`config.mk`:
```
export PLATFORM = sky130hd
export DESIGN_NAME = thermal_false_color_autorange_core
export DESIGN_NICKNAME = d
export VERILOG_FILES = /design/src/sv/tfca_pkg.sv /design/src/sv/tfca_div.sv /design/src/sv/tfca_lerp.sv /design/src/sv/thermal_false_color_autorange_core.sv
export SDC_FILE = /design/constraint.sdc
export NUM_CORES = 1
export LEC_CHECK = 0
export BUFFER_PORTS_ARGS = -buffer_cell sky130_fd_sc_hd__buf_2
export CORE_ASPECT_RATIO = 1.25
export CORE_MARGIN = 3
export CORE_UTILIZATION = 65
export CTS_BUF_LIST = sky130_fd_sc_hd__clkbuf_4 sky130_fd_sc_hd__clkbuf_8
export CTS_CLUSTER_SIZE = 20
export DETAILED_ROUTE_END_ITERATION = 7
export PLACE_DENSITY = 0.85
export SYNTH_ARGS = -nofsm -noshare
export SYNTH_HDL_FRONTEND = slang
export SYNTH_HIERARCHICAL = 1
export SYNTH_SLANG_ARGS = --single-unit
```
`constraint.sdc`:
```
create_clock -name clock -period 9.9 [get_ports clock]
set_clock_uncertainty 0.1 [all_clocks]
set_input_delay 0.99 -clock clock [delete_from_list [all_inputs] [get_ports clock]]
set_output_delay 0.99 -clock clock [all_outputs]
set_load 0.02 [all_outputs]
```
`src/sv/tfca_pkg.sv`:
```
`default_nettype none
package tfca_pkg;

   localparam int SENSOR_WIDTH  = 32;
   localparam int SENSOR_HEIGHT = 24;
   localparam int FRAME_PIXELS  = SENSOR_WIDTH * SENSOR_HEIGHT;
   localparam int COUNT_W       = $clog2(FRAME_PIXELS + 1);

   localparam int TEMP_W     = 16;
   localparam int COLOUR_W   = 24;
   localparam int CHAN_W     = 8;
   localparam int CHANNELS   = 3;
   localparam int ENTRIES    = 5;
   localparam int ENTRY_W    = $clog2(ENTRIES);
   localparam int CSR_IDX_W  = 3;

   // position along the palette: 2 entry bits, 8 fraction bits
   localparam int FRAC_W     = 8;
   localparam int QUO_W      = 10;
   localparam int DIV_STEPS  = QUO_W;
   localparam int DIV_CNT_W  = $clog2(DIV_STEPS);

   localparam logic [CSR_IDX_W-1:0] REG_FIRST_MAX = 3'd5;
   localparam logic [CSR_IDX_W-1:0] REG_FIRST_MIN = 3'd6;

   localparam logic [ENTRY_W-1:0] ENTRY_BOTTOM = 3'd0;
   localparam logic [ENTRY_W-1:0] ENTRY_TOP    = 3'd4;

   localparam logic [TEMP_W-1:0] FIRST_MAX_RESET = 16'd800;
   localparam logic [TEMP_W-1:0] FIRST_MIN_RESET = 16'd0;
   localparam logic [TEMP_W-1:0] RUN_MAX_RESET   = 16'h8000;
   localparam logic [TEMP_W-1:0] RUN_MIN_RESET   = 16'h7fff;

   localparam logic [COLOUR_W-1:0] PALETTE_RESET [ENTRIES] = '{
      24'h000000, 24'h20008c, 24'hcc0077, 24'hffdd00, 24'hffffff
   };

endpackage
`default_nettype wire

```
`src/sv/tfca_div.sv`:
```
`default_nettype none
// restoring divider, one quotient bit per cycle; dividend < divisor
module tfca_div (
   input  wire logic                                 clock,
   input  wire logic                                 reset,
   input  wire logic                                 start,
   input  wire logic [tfca_pkg::TEMP_W-1:0]          dividend,
   input  wire logic [tfca_pkg::TEMP_W-1:0]          divisor,
   output logic                                      done,
   output logic [tfca_pkg::QUO_W-1:0]                quotient
);

   logic                                busy_ff;
   logic                                done_ff;
   logic [tfca_pkg::DIV_CNT_W-1:0]      cnt_ff;
   logic [tfca_pkg::TEMP_W:0]           rem_ff;
   logic [tfca_pkg::TEMP_W:0]           rem_in;
   logic [tfca_pkg::TEMP_W-1:0]         dsr_ff;
   logic [tfca_pkg::QUO_W-1:0]          quo_ff;
   logic [tfca_pkg::TEMP_W:0]           shifted;
   logic                                ge;

   always_comb begin
      shifted = {rem_ff[tfca_pkg::TEMP_W-1:0], 1'b0};
      ge      = shifted >= {1'b0, dsr_ff};
      rem_in  = ge ? shifted - {1'b0, dsr_ff} : shifted;
   end

   always_ff @(posedge clock) begin
      if (reset) begin
         busy_ff <= 1'b0;
         done_ff <= 1'b0;
         cnt_ff  <= '0;
      end else begin
         done_ff <= 1'b0;
         if (start) begin
            busy_ff <= 1'b1;
            cnt_ff  <= '0;
         end else if (busy_ff) begin
            cnt_ff <= cnt_ff + 1'b1;
            if (cnt_ff == tfca_pkg::DIV_CNT_W'(tfca_pkg::DIV_STEPS - 1)) begin
               busy_ff <= 1'b0;
               done_ff <= 1'b1;
            end
         end
      end
   end

   always_ff @(posedge clock) begin
      if (start) begin
         rem_ff <= {1'b0, dividend};
         dsr_ff <= divisor;
         quo_ff <= '0;
      end else if (busy_ff) begin
         rem_ff <= rem_in;
         quo_ff <= {quo_ff[tfca_pkg::QUO_W-2:0], ge};
      end
   end

   assign done     = done_ff;
   assign quotient = quo_ff;

endmodule
`default_nettype wire

```
`src/sv/tfca_lerp.sv`:
```
`default_nettype none
// one channel: lo + floor((hi - lo) * f / 256)
module tfca_lerp (
   input  wire logic [tfca_pkg::CHAN_W-1:0] lo,
   input  wire logic [tfca_pkg::CHAN_W-1:0] hi,
   input  wire logic [tfca_pkg::FRAC_W-1:0] frac,
   output logic      [tfca_pkg::CHAN_W-1:0] result
);

   logic signed [tfca_pkg::CHAN_W:0]       diff;
   logic signed [2*tfca_pkg::CHAN_W+1:0]   prod;
   logic signed [2*tfca_pkg::CHAN_W+1:0]   prod_sh;
   logic signed [tfca_pkg::CHAN_W+1:0]     sum;

   always_comb begin
      diff    = $signed({1'b0, hi}) - $signed({1'b0, lo});
      prod    = diff * $signed({1'b0, frac});
      prod_sh = prod >>> tfca_pkg::FRAC_W;
      sum     = $signed({2'b00, lo}) + prod_sh[tfca_pkg::CHAN_W+1:0];
      result  = sum[tfca_pkg::CHAN_W-1:0];
   end

endmodule
`default_nettype wire

```
`src/sv/thermal_false_color_autorange_core.sv`:
```
`default_nettype none
// channel | direction | handshake            | payload
// req     | in        | req_tvalid/tready    | tdata[15:0] temperature
// rsp     | out       | rsp_tvalid/tready    | tdata red, green, blue; tlast frame_end
// csr     | in        | csr_tvalid/tready    | csr_index, csr_data
//
// One item at a time. An item inside the range goes through the serial
// divider, which gives one bit of the palette position per cycle, then two
// palette fetches and one blend step per colour channel on the shared
// multiplier. Items at or beyond the range ends skip the divider.
// A finished result waits in the output register; the next item is taken
// meanwhile. Reset is synchronous; csr is always ready.
module thermal_false_color_autorange_core (
   input  wire logic        clock,
   input  wire logic        reset,
   input  wire logic        req_tvalid,
   output logic             req_tready,
   input  wire logic [15:0] req_tdata,   // [15:0] temperature
   output logic             rsp_tvalid,
   input  wire logic        rsp_tready,
   output logic [23:0]      rsp_tdata,   // [7:0] red, [15:8] green, [23:16] blue
   output logic             rsp_tlast,
   input  wire logic        csr_tvalid,
   output logic             csr_tready,
   input  wire logic [2:0]  csr_index,
   input  wire logic [23:0] csr_data
);

   typedef enum logic [2:0] {
      S_IDLE, S_DIV, S_FETCH_LO, S_FETCH_HI, S_MIX, S_SEND
   } state_type;

   state_type                           state_ff;
   logic [tfca_pkg::COLOUR_W-1:0]       palette_ff [tfca_pkg::ENTRIES];
   logic [tfca_pkg::TEMP_W-1:0]         act_max_ff;
   logic [tfca_pkg::TEMP_W-1:0]         act_min_ff;
   logic [tfca_pkg::TEMP_W-1:0]         run_max_ff;
   logic [tfca_pkg::TEMP_W-1:0]         run_min_ff;
   logic [tfca_pkg::TEMP_W-1:0]         run_max_in;
   logic [tfca_pkg::TEMP_W-1:0]         run_min_in;
   logic [tfca_pkg::COUNT_W-1:0]        count_ff;
   logic                                frame_done_ff;
   logic                                last_ff;
   logic [tfca_pkg::ENTRY_W-1:0]        lo_idx_ff;
   logic [tfca_pkg::ENTRY_W-1:0]        hi_idx_ff;
   logic [tfca_pkg::FRAC_W-1:0]         frac_ff;
   logic [tfca_pkg::COLOUR_W-1:0]       lo_col_ff;
   logic [tfca_pkg::COLOUR_W-1:0]       hi_col_ff;
   logic [1:0]                          ch_ff;
   logic [tfca_pkg::CHAN_W-1:0]         col_ff [tfca_pkg::CHANNELS];
   logic                                rsp_valid_ff;
   logic [tfca_pkg::COLOUR_W-1:0]       rsp_data_ff;
   logic                                rsp_last_ff;

   logic                                accept;
   logic                                last;
   logic signed [tfca_pkg::TEMP_W-1:0]  temp;
   logic signed [tfca_pkg::TEMP_W:0]    d_w;
   logic signed [tfca_pkg::TEMP_W:0]    r_w;
   logic                                r_pos;
   logic                                d_pos;
   logic                                d_ge_r;
   logic                                need_div;
   logic [tfca_pkg::ENTRY_W-1:0]        direct_idx;
   logic                                div_done;
   logic [tfca_pkg::QUO_W-1:0]          quotient;
   logic [tfca_pkg::ENTRY_W-1:0]        div_lo;
   logic [tfca_pkg::CHAN_W-1:0]         lo_byte;
   logic [tfca_pkg::CHAN_W-1:0]         hi_byte;
   logic [tfca_pkg::CHAN_W-1:0]         blend;
   logic                                send_go;

   assign req_tready = (state_ff == S_IDLE);
   assign csr_tready = 1'b1;
   assign accept     = req_tvalid && req_tready;
   assign send_go    = (state_ff == S_SEND) && (!rsp_valid_ff || rsp_tready);

   always_comb begin
      temp     = $signed(req_tdata);
      d_w      = $signed({temp[tfca_pkg::TEMP_W-1], temp})
               - $signed({act_min_ff[tfca_pkg::TEMP_W-1], act_min_ff});
      r_w      = $signed({act_max_ff[tfca_pkg::TEMP_W-1], act_max_ff})
               - $signed({act_min_ff[tfca_pkg::TEMP_W-1], act_min_ff});
      r_pos    = !r_w[tfca_pkg::TEMP_W] && (r_w != '0);
      d_pos    = !d_w[tfca_pkg::TEMP_W] && (d_w != '0);
      d_ge_r   = d_w >= r_w;
      need_div = r_pos && d_pos && !d_ge_r;
      if (!r_pos) begin
         direct_idx = d_pos ? tfca_pkg::ENTRY_TOP : tfca_pkg::ENTRY_BOTTOM;
      end else if (!d_pos) begin
         direct_idx = tfca_pkg::ENTRY_BOTTOM;
      end else begin
         direct_idx = tfca_pkg::ENTRY_TOP;
      end
      run_max_in = ($signed(req_tdata) > $signed(run_max_ff)) ? req_tdata : run_max_ff;
      run_min_in = ($signed(req_tdata) < $signed(run_min_ff)) ? req_tdata : run_min_ff;
      last       = (count_ff == tfca_pkg::COUNT_W'(tfca_pkg::FRAME_PIXELS - 1));
      div_lo     = {1'b0, quotient[tfca_pkg::QUO_W-1 -: 2]};
   end

   tfca_div u_div (
      .clock    (clock),
      .reset    (reset),
      .start    (accept && need_div),
      .dividend (d_w[tfca_pkg::TEMP_W-1:0]),
      .divisor  (r_w[tfca_pkg::TEMP_W-1:0]),
      .done     (div_done),
      .quotient (quotient)
   );

   always_comb begin
      case (ch_ff)
         2'd0:    begin lo_byte = lo_col_ff[23:16]; hi_byte = hi_col_ff[23:16]; end
         2'd1:    begin lo_byte = lo_col_ff[15:8];  hi_byte = hi_col_ff[15:8];  end
         default: begin lo_byte = lo_col_ff[7:0];   hi_byte = hi_col_ff[7:0];   end
      endcase
   end

   tfca_lerp u_lerp (
      .lo     (lo_byte),
      .hi     (hi_byte),
      .frac   (frac_ff),
      .result (blend)
   );

   // control, range tracking and config registers
   always_ff @(posedge clock) begin
      if (reset) begin
         state_ff      <= S_IDLE;
         for (int i = 0; i < tfca_pkg::ENTRIES; i++) begin
            palette_ff[i] <= tfca_pkg::PALETTE_RESET[i];
         end
         act_max_ff    <= tfca_pkg::FIRST_MAX_RESET;
         act_min_ff    <= tfca_pkg::FIRST_MIN_RESET;
         run_max_ff    <= tfca_pkg::RUN_MAX_RESET;
         run_min_ff    <= tfca_pkg::RUN_MIN_RESET;
         count_ff      <= '0;
         frame_done_ff <= 1'b0;
         ch_ff         <= '0;
         rsp_valid_ff  <= 1'b0;
      end else begin
         if (csr_tvalid) begin
            if (csr_index < tfca_pkg::CSR_IDX_W'(tfca_pkg::ENTRIES)) begin
               palette_ff[csr_index] <= csr_data;
            end else if (csr_index == tfca_pkg::REG_FIRST_MAX) begin
               if (!frame_done_ff) act_max_ff <= csr_data[tfca_pkg::TEMP_W-1:0];
            end else if (csr_index == tfca_pkg::REG_FIRST_MIN) begin
               if (!frame_done_ff) act_min_ff <= csr_data[tfca_pkg::TEMP_W-1:0];
            end
         end
         if (rsp_valid_ff && rsp_tready && !send_go) rsp_valid_ff <= 1'b0;
         case (state_ff)
            S_IDLE: begin
               if (accept) begin
                  state_ff <= need_div ? S_DIV : S_FETCH_LO;
                  if (last) begin
                     act_max_ff    <= run_max_in;
                     act_min_ff    <= run_min_in;
                     run_max_ff    <= tfca_pkg::RUN_MAX_RESET;
                     run_min_ff    <= tfca_pkg::RUN_MIN_RESET;
                     count_ff      <= '0;
                     frame_done_ff <= 1'b1;
                  end else begin
                     run_max_ff <= run_max_in;
                     run_min_ff <= run_min_in;
                     count_ff   <= count_ff + 1'b1;
                  end
               end
            end
            S_DIV: begin
               if (div_done) state_ff <= S_FETCH_LO;
            end
            S_FETCH_LO: state_ff <= S_FETCH_HI;
            S_FETCH_HI: begin
               state_ff <= S_MIX;
               ch_ff    <= '0;
            end
            S_MIX: begin
               ch_ff <= ch_ff + 1'b1;
               if (ch_ff == 2'(tfca_pkg::CHANNELS - 1)) state_ff <= S_SEND;
            end
            S_SEND: begin
               if (send_go) begin
                  rsp_valid_ff <= 1'b1;
                  state_ff     <= S_IDLE;
               end
            end
            default: state_ff <= S_IDLE;
         endcase
      end
   end

   // datapath registers
   always_ff @(posedge clock) begin
      if (accept) begin
         lo_idx_ff <= direct_idx;
         hi_idx_ff <= direct_idx;
         frac_ff   <= '0;
         last_ff   <= last;
      end
      if (state_ff == S_DIV && div_done) begin
         lo_idx_ff <= div_lo;
         hi_idx_ff <= div_lo + 1'b1;
         frac_ff   <= quotient[tfca_pkg::FRAC_W-1:0];
      end
      if (state_ff == S_FETCH_LO) lo_col_ff <= palette_ff[lo_idx_ff];
      if (state_ff == S_FETCH_HI) hi_col_ff <= palette_ff[hi_idx_ff];
      if (state_ff == S_MIX) col_ff[ch_ff] <= blend;
      if (send_go) begin
         rsp_data_ff <= {col_ff[2], col_ff[1], col_ff[0]};
         rsp_last_ff <= last_ff;
      end
   end

   assign rsp_tvalid = rsp_valid_ff;
   assign rsp_tdata  = rsp_data_ff;
   assign rsp_tlast  = rsp_last_ff;

endmodule
`default_nettype wire

```
Word-level counts from Yosys, hierarchy flattened. Memory sizes are Yosys's and may differ from the RTL's. A register that Yosys moved wholly into a read port is not among the register bits. Cells that the tools add are included.

Bits in registers: 145. RAM bits: 144. Input bits: 48. Output and inout bits: 28. Memories kept: 2.

Add/subtract/negate cells: 9. Multiply operators: 1. Order comparisons: 5. Eq/ne operators: 15. Muxes and demuxes: 57. Bitwise operators: 1. Reductions and logical operators: 29.

Memory list: palette_ff (words 5, width 24, rd ports 2, clocked after memory_dff 2, wr ports 5, line thermal_false_color_autorange_core.sv:34) `logic [tfca_pkg::COLOUR_W-1:0] palette_ff [tfca_pkg::ENTRIES];`; col_ff (words 3, width 8, rd ports 3, clocked after memory_dff 3, wr ports 1, line thermal_false_color_autorange_core.sv:50) `logic [tfca_pkg::CHAN_W-1:0] col_ff [tfca_pkg::CHANNELS];`.

Operators with widths (number): two-way mux 16 bit (22); nonzero test 17 bit (2); subtractor 16 x 16 -> 17 bit (2); one-hot mux 8 bit (2 select lines) (2); two-way mux 24 bit (1); two-way mux 3 bit (8); OR reduction 24 bit (1); one-hot mux 3 bit (6 select lines) (1); >= comparator 17 x 16 -> 1 bit (1); >= comparator 17 bit (1); greater-than comparator 16 bit (1); < comparator 16 bit (1); multiplier 9 x 9 -> 16 bit (1); two-way mux 1 bit (16); two-way mux 8 bit (2); subtractor 16 bit (1); == test 3 bit, second input constant (4); adder 10 x 1 -> 10 bit, second input constant (1); == test 10 bit, second input constant (1); logical AND 1 bit (10); two-way mux 10 bit (1); subtractor 8 x 8 -> 9 bit (1); adder 8 bit (1); == test 3 x 2 -> 1 bit, second input constant (2); other kinds (23) (33).

Depth between registers and ports, before layout. Gate-level depths: netlist of the first run.

Depth after elaboration: 8. Gate-level depth with buffers: 37.

By module. The synthesis of the first run kept the hierarchy.

Modules (own cells, without submodules): thermal_false_color_autorange_core (instances 1, cells an instance 1564, area each 20119.3 µm², sequential area each 10740.3 µm²); tfca_lerp (instances 1, cells an instance 354, area each 3009.1 µm², sequential area each 0.0 µm²); tfca_div (instances 1, cells an instance 279, area each 2872.8 µm², sequential area each 1281.2 µm²).

Worst setup path after synthesis of the first run. No wires, ideal clock.

Kind: reg2reg. Start point: register ch_ff[0]. End point: memory col_ff[0][7] in the netlist's numbering, data pin. Setup time: 269 ps. Arrival: 7454 ps. Required time: 9531 ps. Path slack: 2077 ps. Stages on the path, launching flop included: 38. Path buffers: 2. Clock period less this slack: 7823 ps. Path through: dfxtp_1 -> inv_1 -> ha_1 -> clkbuf_1 -> nor2_1 -> clkbuf_1 -> nand2_1 -> nand2_1 -> inv_1 -> ha_1 -> nor2b_1 -> o21ai_1 -> a21boi_1 -> o21ai_1 -> nor2b_1 -> xnor2_1 -> nand2_1 -> fa_1 -> [... 2 more ...] -> inv_1 -> fa_1 -> fa_1 -> inv_1 -> ha_1 -> o21a_1 -> o21ai_0 -> nor2_1 -> nor2_1 -> xnor2_1 -> ha_1 -> a21o_1 -> a21oi_1 -> nor2b_1 -> o21a_1 -> o41a_1 -> xnor2_1 -> xnor2_1.

Cells in the longest elaborated chain, start to end: 5. Elaborated cells between the ends (all ways): 7.

Ends and longest elaborated chain: start, declared (line thermal_false_color_autorange_core.sv:49) `logic [1:0] ch_ff;`; start signal, assigned (line thermal_false_color_autorange_core.sv:179) `ch_ff <= ch_ff + 1'b1;`; == test 2 x 1 -> 1 bit / logical NOT 2 bit (equally long branches) (line thermal_false_color_autorange_core.sv:112) `case (ch_ff)`; one-hot mux 8 bit (2 select lines) * (line thermal_false_color_autorange_core.sv:112); net lo_byte, one bit (line thermal_false_color_autorange_core.sv:68) `logic [tfca_pkg::CHAN_W-1:0] lo_byte;`; subtractor 8 x 8 -> 9 bit (line tfca_lerp.sv:16) `diff = $signed({1'b0, hi}) - $signed({1'b0, lo});`; multiplier 9 x 9 -> 16 bit (line tfca_lerp.sv:17) `prod = diff * $signed({1'b0, frac});`; adder 8 bit * (line tfca_lerp.sv:19) `sum = $signed({2'b00, lo}) + prod_sh[tfca_pkg::CHAN_W+1:0];`; net blend, one bit (line thermal_false_color_autorange_core.sv:70) `logic [tfca_pkg::CHAN_W-1:0] blend;`; end, declared (line thermal_false_color_autorange_core.sv:50).

Mark *: on every way through the listed nets, which the timed path passes. The rest lies on a longest branch.

Worst setup path in the final report of the first run. Ends and elaborated chain as after synthesis.

==> results of run 1 <==
metal layers:
layer,wire (µm),vias up,track usage (%)
li1,-,8296,-
met1,22490,9043,34.32
met2,32620,789,53.47
met3,4050,248,5.496
met4,3574,4,16.61
met5,29,-,0
per-stage QoR:
step	hold slack [ps]	instances	instance area (µm²)	utilization, %
finish	318.5	2897	28560	72.62
global route	324.8	2895	28550	72.61
floorplan	300.3	2268	26270	-
detailed placement	305.4	2767	27110	68.95
global placement	303.3	2767	27110	68.95
CTS	321.0	2894	28550	72.60
state kept, by name (all words and copies together) (netlist names), 4 cells and up:
name	cells
act_min_ff	16
lo_col_ff	24
rsp_tdata	24
hi_col_ff	24
col_ff	24
run_max_ff	16
act_max_ff	16
count_ff	10
u_div/dsr_ff	16
frac_ff	8
u_div/rem_ff	16
u_div/cnt_ff	4
palette_ff	192
u_div/quotient	10
run_min_ff	16
synthesized netlist by cell type, types with 8 or more instances:
library cell / instances
clkbuf_1: 74
mux2i_1: 30
a31oi_1: 11
nor3_1: 42
nand4_1: 17
nor2b_1: 23
ha_1: 144
o211ai_1: 20
a211oi_1: 54
and3_1: 14
nor4_1: 9
o21ai_0: 36
or3_1: 8
or2_2: 22
edfxtp_1: 335
a21oi_1: 76
o311ai_0: 15
xnor2_1: 41
nand3_1: 33
a21o_1: 31
buf_1: 14
a22oi_1: 16
nor2_1: 135
inv_1: 190
mux2_2: 63
or4_1: 19
xor2_1: 28
nand2_1: 132
mux4_2: 96
fa_1: 59
nand2b_1: 56
and2_1: 112
o21a_1: 16
dfxtp_1: 98
critical path, delay by kind of cell, from the launching register on:
family	cells	cell delay [ps]
compound gates	10	1850
flops	1	410
simple gates	8	1280
xor+xnor	4	1130
fa+ha+maj	8	3270
buf+inv	5	350
cell families after synthesis:
kind of cell,after synthesis
buffers and inverters,292
AOI/OAI and AO/OA,352
muxes,189
adders and majority gates,203
other,2
DFF,433
xor gates and xnor gates,70
and+or+nand+nor,656
worst max path at each step:
stage	to	cells after the start	slack (ps)	start
global placement	col_ff[0][7]$_DFFE_PP_	35	1680	ch_ff[0]$_SDFFE_PP0P_
global route	col_ff[2][7]$_DFFE_PP_	35	620	ch_ff[0]$_SDFFE_PP0P_
CTS	col_ff[2][7]$_DFFE_PP_	35	1320	ch_ff[0]$_SDFFE_PP0P_
floorplan	col_ff[0][7]$_DFFE_PP_	37	2080	ch_ff[0]$_SDFFE_PP0P_
finish	col_ff[0][7]$_DFFE_PP_	35	1310	ch_ff[0]$_SDFFE_PP0P_
detailed placement	col_ff[0][7]$_DFFE_PP_	35	1400	ch_ff[0]$_SDFFE_PP0P_
layout make-up:
class,instances,area [µm²]
sequential,433,12020
timing repair buffer,101,573.1
clock buffer,106,1271
antenna,3,7.507
fill,2613,10770
tap,498,623.1
multi-input combinational,1543,13180
clock inverter,21,163.9
inverter,192,720.7
==> load_flow_metrics.sql, run 1 <==
INSERT INTO impl_metrics (metric_group, metric, value, unit) VALUES
('setup_path', 'timing.critical_path.required', '10210', 'ps'),
('sta', 'timing.final.crit_period', '8595', 'ps'),
('setup_path', 'path_class', 'register to register', ''),
('synthesis', 'synth_largest_type_area_fraction', '38.69', '%'),
('cells_and_area', 'layout.cells.most_common', 'edfxtp_1', ''),
('synthesis', 'postSynthRegisterBits', '433', ''),
('clocking', 'clock_sinks', '433', ''),
('synthesis', 'dominant_combinational_cell_family_by_area_after_synthesis', 'simple AND/OR/NAND/NOR gates', ''),
('floorplanning', 'top_level_ports', '76', ''),
('sta', 'timing.final.max_slew_violations', '0', ''),
('placed_design', 'numPortBuffers', '74', ''),
('sta', 'worst-slew-pin-transition', '1328', 'ps'),
('detailed_routing', 'detail-route-antenna-nets', '0', ''),
('global_route', 'overflow', '0', ''),
('synthesis', 'top_cell_type_by_total_area_after_synthesis', 'edfxtp_1', ''),
('setup_path', 'path_max_fanout', '18', ''),
('global_route', 'maximum_number_of_pins_on_one_net_before_global_route_repair', '64', ''),
('detailed_routing', 'drtIter0Drc', '1442', ''),
('detailed_routing', 'route.final.wire_length', '62.76', 'mm'),
('cells_and_area', 'layout_cells_sized_above_1', '18.74', '%'),
('detailed_routing', 'route.vias.total', '18380', ''),
('sta', 'grt_setup_unrepaired', 'false', ''),
('global_route', 'grt_first_pass_wirelength', '99.82', 'mm'),
('clocking', 'cts-resized-gates', '0', ''),
('sta', 'timing_hold_violations_final', '0', ''),
('synthesis', 'synthesis.area', '26000', 'µm²'),
('hold_path', 'hold_crit_endpoint', 'rsp_tdata[22]$_DFFE_PP_', ''),
('synthesis', 'netlist_top_cells_area', 'edfxtp_1, mux4_2, dfxtp_1', ''),
('synthesis', 'share_of_cell_area_taken_by_muxes_after_synthesis', '12.20', '%'),
('global_route', 'number_of_antenna_violations_at_the_first_check_in_global_routing', '4', ''),
('clocking', 'clk_transition_reported_paths', '60', 'ps'),
('sta', 'period_share', '86.82', '%'),
('sta', 'slew_headroom', '11.14', '%'),
('setup_path', 'critical-path-slowest-cell', 'fa_1', ''),
('synthesis', 'area_share_of_and_or_nand_nor_cells_after_synthesis', '13.33', '%'),
('global_route', 'via_count_of_the_first_global_routing_pass', '19160', ''),
('synthesis', 'synth_enable_flop_cells', '335', ''),
('synthesis', 'synth_adder_area_share', '11.47', '%'),
('synthesis', 'ys_async_sr_fraction', '0', '%'),
('placed_design', 'finalWeightedCongestion', '0.9556', ''),
('setup_path', 'r2r-start', 'ch_ff[0]$_SDFFE_PP0P_', ''),
('synthesis', 'synth_seq_area_share', '46.23', '%'),
('status', 'run_status', 'complete, no violations', ''),
('cells_and_area', 'num-nets-final', '2591', ''),
('placed_design', 'place_ws', '1404', 'ps'),
('floorplanning', 'rows', '81', ''),
('clocking', 'cts_setup_buffers', '0', ''),
('setup_path', 'setup.worst_path.end_class', 'register', ''),
('setup_path', 'critical_path.most_common_cell', 'inv_1', ''),
('clocking', 'clock_path_buffers', '3', ''),
('setup_path', 'cp-start-kind', 'register', ''),
('setup_path', 'reg2reg_depth', '35', ''),
('clocking', 'post_cts_hold_fix_bufs', '0', ''),
('floorplanning', 'die_w', '184.9', 'µm'),
('setup_path', 'timing.rr.end', 'col_ff[0][7]$_DFFE_PP_', ''),
('clocking', 'root_buffer', 'clkbuf_8', ''),
('placed_design', 'place_hpwl', '43.66', 'mm'),
('clocking', 'cts_made_buffers', '69', ''),
('sta', 'max_freq', '0.1164', 'GHz'),
('cells_and_area', 'area.growth.synth_to_final', '9.826', '%'),
('hold_path', 'hp-class', 'register to register', ''),
('floorplanning', 'fp.dieArea', '42450', 'µm²'),
('synthesis', 'synth_compound_area_share', '9.975', '%'),
('clocking', 'htree_num_levels', '3', ''),
('floorplanning', 'core', '39320', 'µm²'),
('detailed_routing', 'drt_pre_antenna_iters', '6', ''),
('synthesis', 'synthCells', '2197', ''),
('setup_path', 'crit_path_max_incr_delay', '550', 'ps'),
('hold_path', 'hold_path_cell_cnt', '0', ''),
('clocking', 'tritoncts', 'yes', ''),
('synthesis', 'synthFlopType', 'edfxtp_1', '');
Power of run 1 is left out: the tool's default activity adds up to more than one toggle a clock period on the data nets, which glitch-free logic cannot reach.
==> inputs of run 2 (changes only) <==
--- a/config.mk
+++ b/config.mk
@@ -8,11 +8,11 @@
 export BUFFER_PORTS_ARGS = -buffer_cell sky130_fd_sc_hd__buf_2
 export CORE_ASPECT_RATIO = 1.25
 export CORE_MARGIN = 3
-export CORE_UTILIZATION = 65
+export CORE_UTILIZATION = 35
 export CTS_BUF_LIST = sky130_fd_sc_hd__clkbuf_4 sky130_fd_sc_hd__clkbuf_8
 export CTS_CLUSTER_SIZE = 20
 export DETAILED_ROUTE_END_ITERATION = 7
-export PLACE_DENSITY = 0.85
+export PLACE_DENSITY = 0.52
 export SYNTH_ARGS = -nofsm -noshare
 export SYNTH_HDL_FRONTEND = slang
 export SYNTH_HIERARCHICAL = 1
==> load_flow_metrics.sql, run 2 (same netlist as run 1, synthesis figures left out) <==
INSERT INTO impl_metrics (metric_group, metric, value, unit) VALUES
('status', 'run_status', 'complete, no violations', ''),
('global_route', 'via_count_of_the_first_global_routing_pass', '18210', ''),
('sta', 'timing.final.max_slew_violations', '0', ''),
('setup_path', 'crit_path_max_incr_delay', '550', 'ps'),
('cells_and_area', 'num-fill-cells', '7053', ''),
('cells_and_area', 'num-nets-final', '2598', ''),
('placed_design', 'place_hpwl', '47.86', 'mm'),
('floorplanning', 'initial_utilization', '35.39', '%'),
('placed_design', 'placed_cells', '3231', ''),
('clocking', 'clk_transition_reported_paths', '60', 'ps'),
('cells_and_area', 'final-seq-area', '12020', 'µm²'),
('clocking', 'cts_setup_buffers', '0', ''),
('job', 'max_cap_violations', '0', ''),
('global_route', 'maximum_number_of_pins_on_one_net_before_global_route_repair', '64', ''),
('setup_path', 'setup.worst_path.end_class', 'register', ''),
('sta', 'worst-slew-pin-transition', '1193', 'ps'),
('setup_path', 'setup.reg_to_reg.worst_slack', '1300', 'ps'),
('clocking', 'root_buffer', 'clkbuf_8', ''),
('sta', 'slew_headroom', '19.91', '%'),
('placed_design', 'place_ws', '1324', 'ps'),
('detailed_routing', 'drcViolationCount', '0', ''),
('cells_and_area', 'largest_register_ff_count', '192', ''),
('cells_and_area', 'layout.cells.non_filler', '3366', ''),
('setup_path', 'critical-path-slowest-cell', 'xnor2_1', ''),
('clocking', 'htree_num_levels', '3', ''),
('detailed_routing', 'routedWlPerCell', '20.16', 'µm'),
('detailed_routing', 'drt_pre_antenna_iters', '5', ''),
('placed_design', 'numPortBuffers', '74', ''),
('cells_and_area', 'layout.cells.most_common', 'edfxtp_1', ''),
('detailed_routing', 'detail-route-antenna-nets', '0', ''),
('cells_and_area', 'multi_input_area', '13170', 'µm²'),
('hold_path', 'hp-class', 'register to register', ''),
('clocking', 'clkLatencyLatePin', '710', 'ps'),
('placed_design', 'finalWeightedCongestion', '0.8303', ''),
('clocking', 'tritoncts', 'yes', ''),
('sta', 'grt_setup_unrepaired', 'false', ''),
('floorplanning', 'rows', '111', ''),
('floorplanning', 'die_w', '249.8', 'µm'),
('global_route', 'grt_first_pass_wirelength', '105.1', 'mm'),
('clocking', 'cts_made_buffers', '74', ''),
('setup_path', 'timing.critical_path.required', '10300', 'ps'),
('detailed_routing', 'route.vias.total', '17430', ''),
('detailed_routing', 'vias_per_cell', '5.177', ''),
('sta', 'timing.final.crit_period', '8604', 'ps'),
('setup_path', 'path_class', 'register to register', ''),
('cells_and_area', 'layout_cells_sized_above_1', '19.02', '%'),
('clocking', 'clock_path_buffers', '3', ''),
('sta', 'layout_setup_ws', '1296', 'ps'),
('floorplanning', 'top_level_ports', '76', ''),
('cells_and_area', 'largest_reg_by_ff_count', 'palette_ff', ''),
('floorplanning', 'fp.dieArea', '77620', 'µm²'),
('global_route', 'global_route.usage.met2', '30.88', '%'),
('global_route', 'busiest_layer', 'met2', ''),
('cells_and_area', 'area.growth.synth_to_final', '12.58', '%'),
('sta', 'setup-violations-final', '0', ''),
('cells_and_area', 'commonest_cells_after_routing_fill_and_taps_aside', 'edfxtp_1, inv_1, ha_1', ''),
('detailed_routing', 'route.final.wire_length', '67.85', 'mm'),
('detailed_routing', 'drtIter0Drc', '1044', ''),
('floorplanning', 'core', '73470', 'µm²'),
('sta', 'timing_hold_violations_final', '0', ''),
('sta', 'max_freq', '0.1162', 'GHz'),
('global_route', 'overflow', '0', ''),
('clocking', 'cts-resized-gates', '0', ''),
('global_route', 'gr-usage-met1', '21.00', '%'),
('setup_path', 'path_max_fanout', '18', ''),
('setup_path', 'critPathArrivalTime', '9010', 'ps'),
('global_route', 'grt_util_all_layers', '17.44', '%'),
('global_route', 'globalRouteMet3Util', '3.043', '%'),
('sta', 'period_share', '86.91', '%'),
('clocking', 'clock_sinks', '433', ''),
('setup_path', 'cp-start-kind', 'register', ''),
('floorplanning', 'die_h', '310.7', 'µm'),
('global_route', 'number_of_antenna_violations_at_the_first_check_in_global_routing', '2', ''),
('clocking', 'post_cts_hold_fix_bufs', '0', ''),
('sta', 'tns', '0', 'ps');
[run 2: changes by cell type in the layout (fill, tap and decap cells not counted), sizes merged]
cell	before	now
buf	101	103
bufinv	2	3
clkinv	15	20
clkbuf	106	104
inv	193	196
clkinvlp	3	1
[run 2: worst max-delay path: cells and delay by family (launching register included)]
| family | cells | cell delay [ps] |
|---|---|---|
| xor gates and xnor gates | 4 | 1140 |
| AOI/OAI and AO/OA | 8 | 1590 |
| DFF | 1 | 390 |
| buffers and inverters | 5 | 280 |
| adders and majority gates | 9 | 3600 |
| and+or+nand+nor | 9 | 1260 |
[run 2: final cells by class]
type	count	area share, %
Clock buffer	104	4.356
Sequential cell	433	41.07
Clock inverter	28	0.9617
Timing Repair Buffer	103	2.018
Tap cell	960	4.103
Antenna cell	3	0.02565
Inverter	192	2.462
Multi-Input combinational cell	1543	45.00
[run 2: final timing paths]
path | from | end | cells after the start
hold reg to reg | col_ff[2][3]$_DFFE_PP_ | rsp_tdata[19]$_DFFE_PP_ | 0
setup / recovery | ch_ff[0]$_SDFFE_PP0P_ | col_ff[0][7]$_DFFE_PP_ | 35
setup reg to reg | ch_ff[0]$_SDFFE_PP0P_ | col_ff[0][7]$_DFFE_PP_ | 35
hold / removal | col_ff[2][3]$_DFFE_PP_ | rsp_tdata[19]$_DFFE_PP_ | 0
[run 2: stage by stage]
stage | hold slack [ps] | utilization [%] | instance area (µm²)
2_1_floorplan | 300.3 | - | 26270
3_3_place_gp | 307.2 | 37.71 | 27710
3_5_place_dp | 309.0 | 37.71 | 27710
4_1_cts | 322.3 | 39.83 | 29260
5_1_grt | 331.8 | 39.84 | 29270
6_report | 318.7 | 39.84 | 29270
[run 2: per-layer routing]
layer	routed length (µm)	vias to the layer above
met5	0	-
li1	-	8292
met2	34400	402
met1	27820	8600
met4	2490	0
met3	3144	133
Power of run 2 is left out for the same reason.
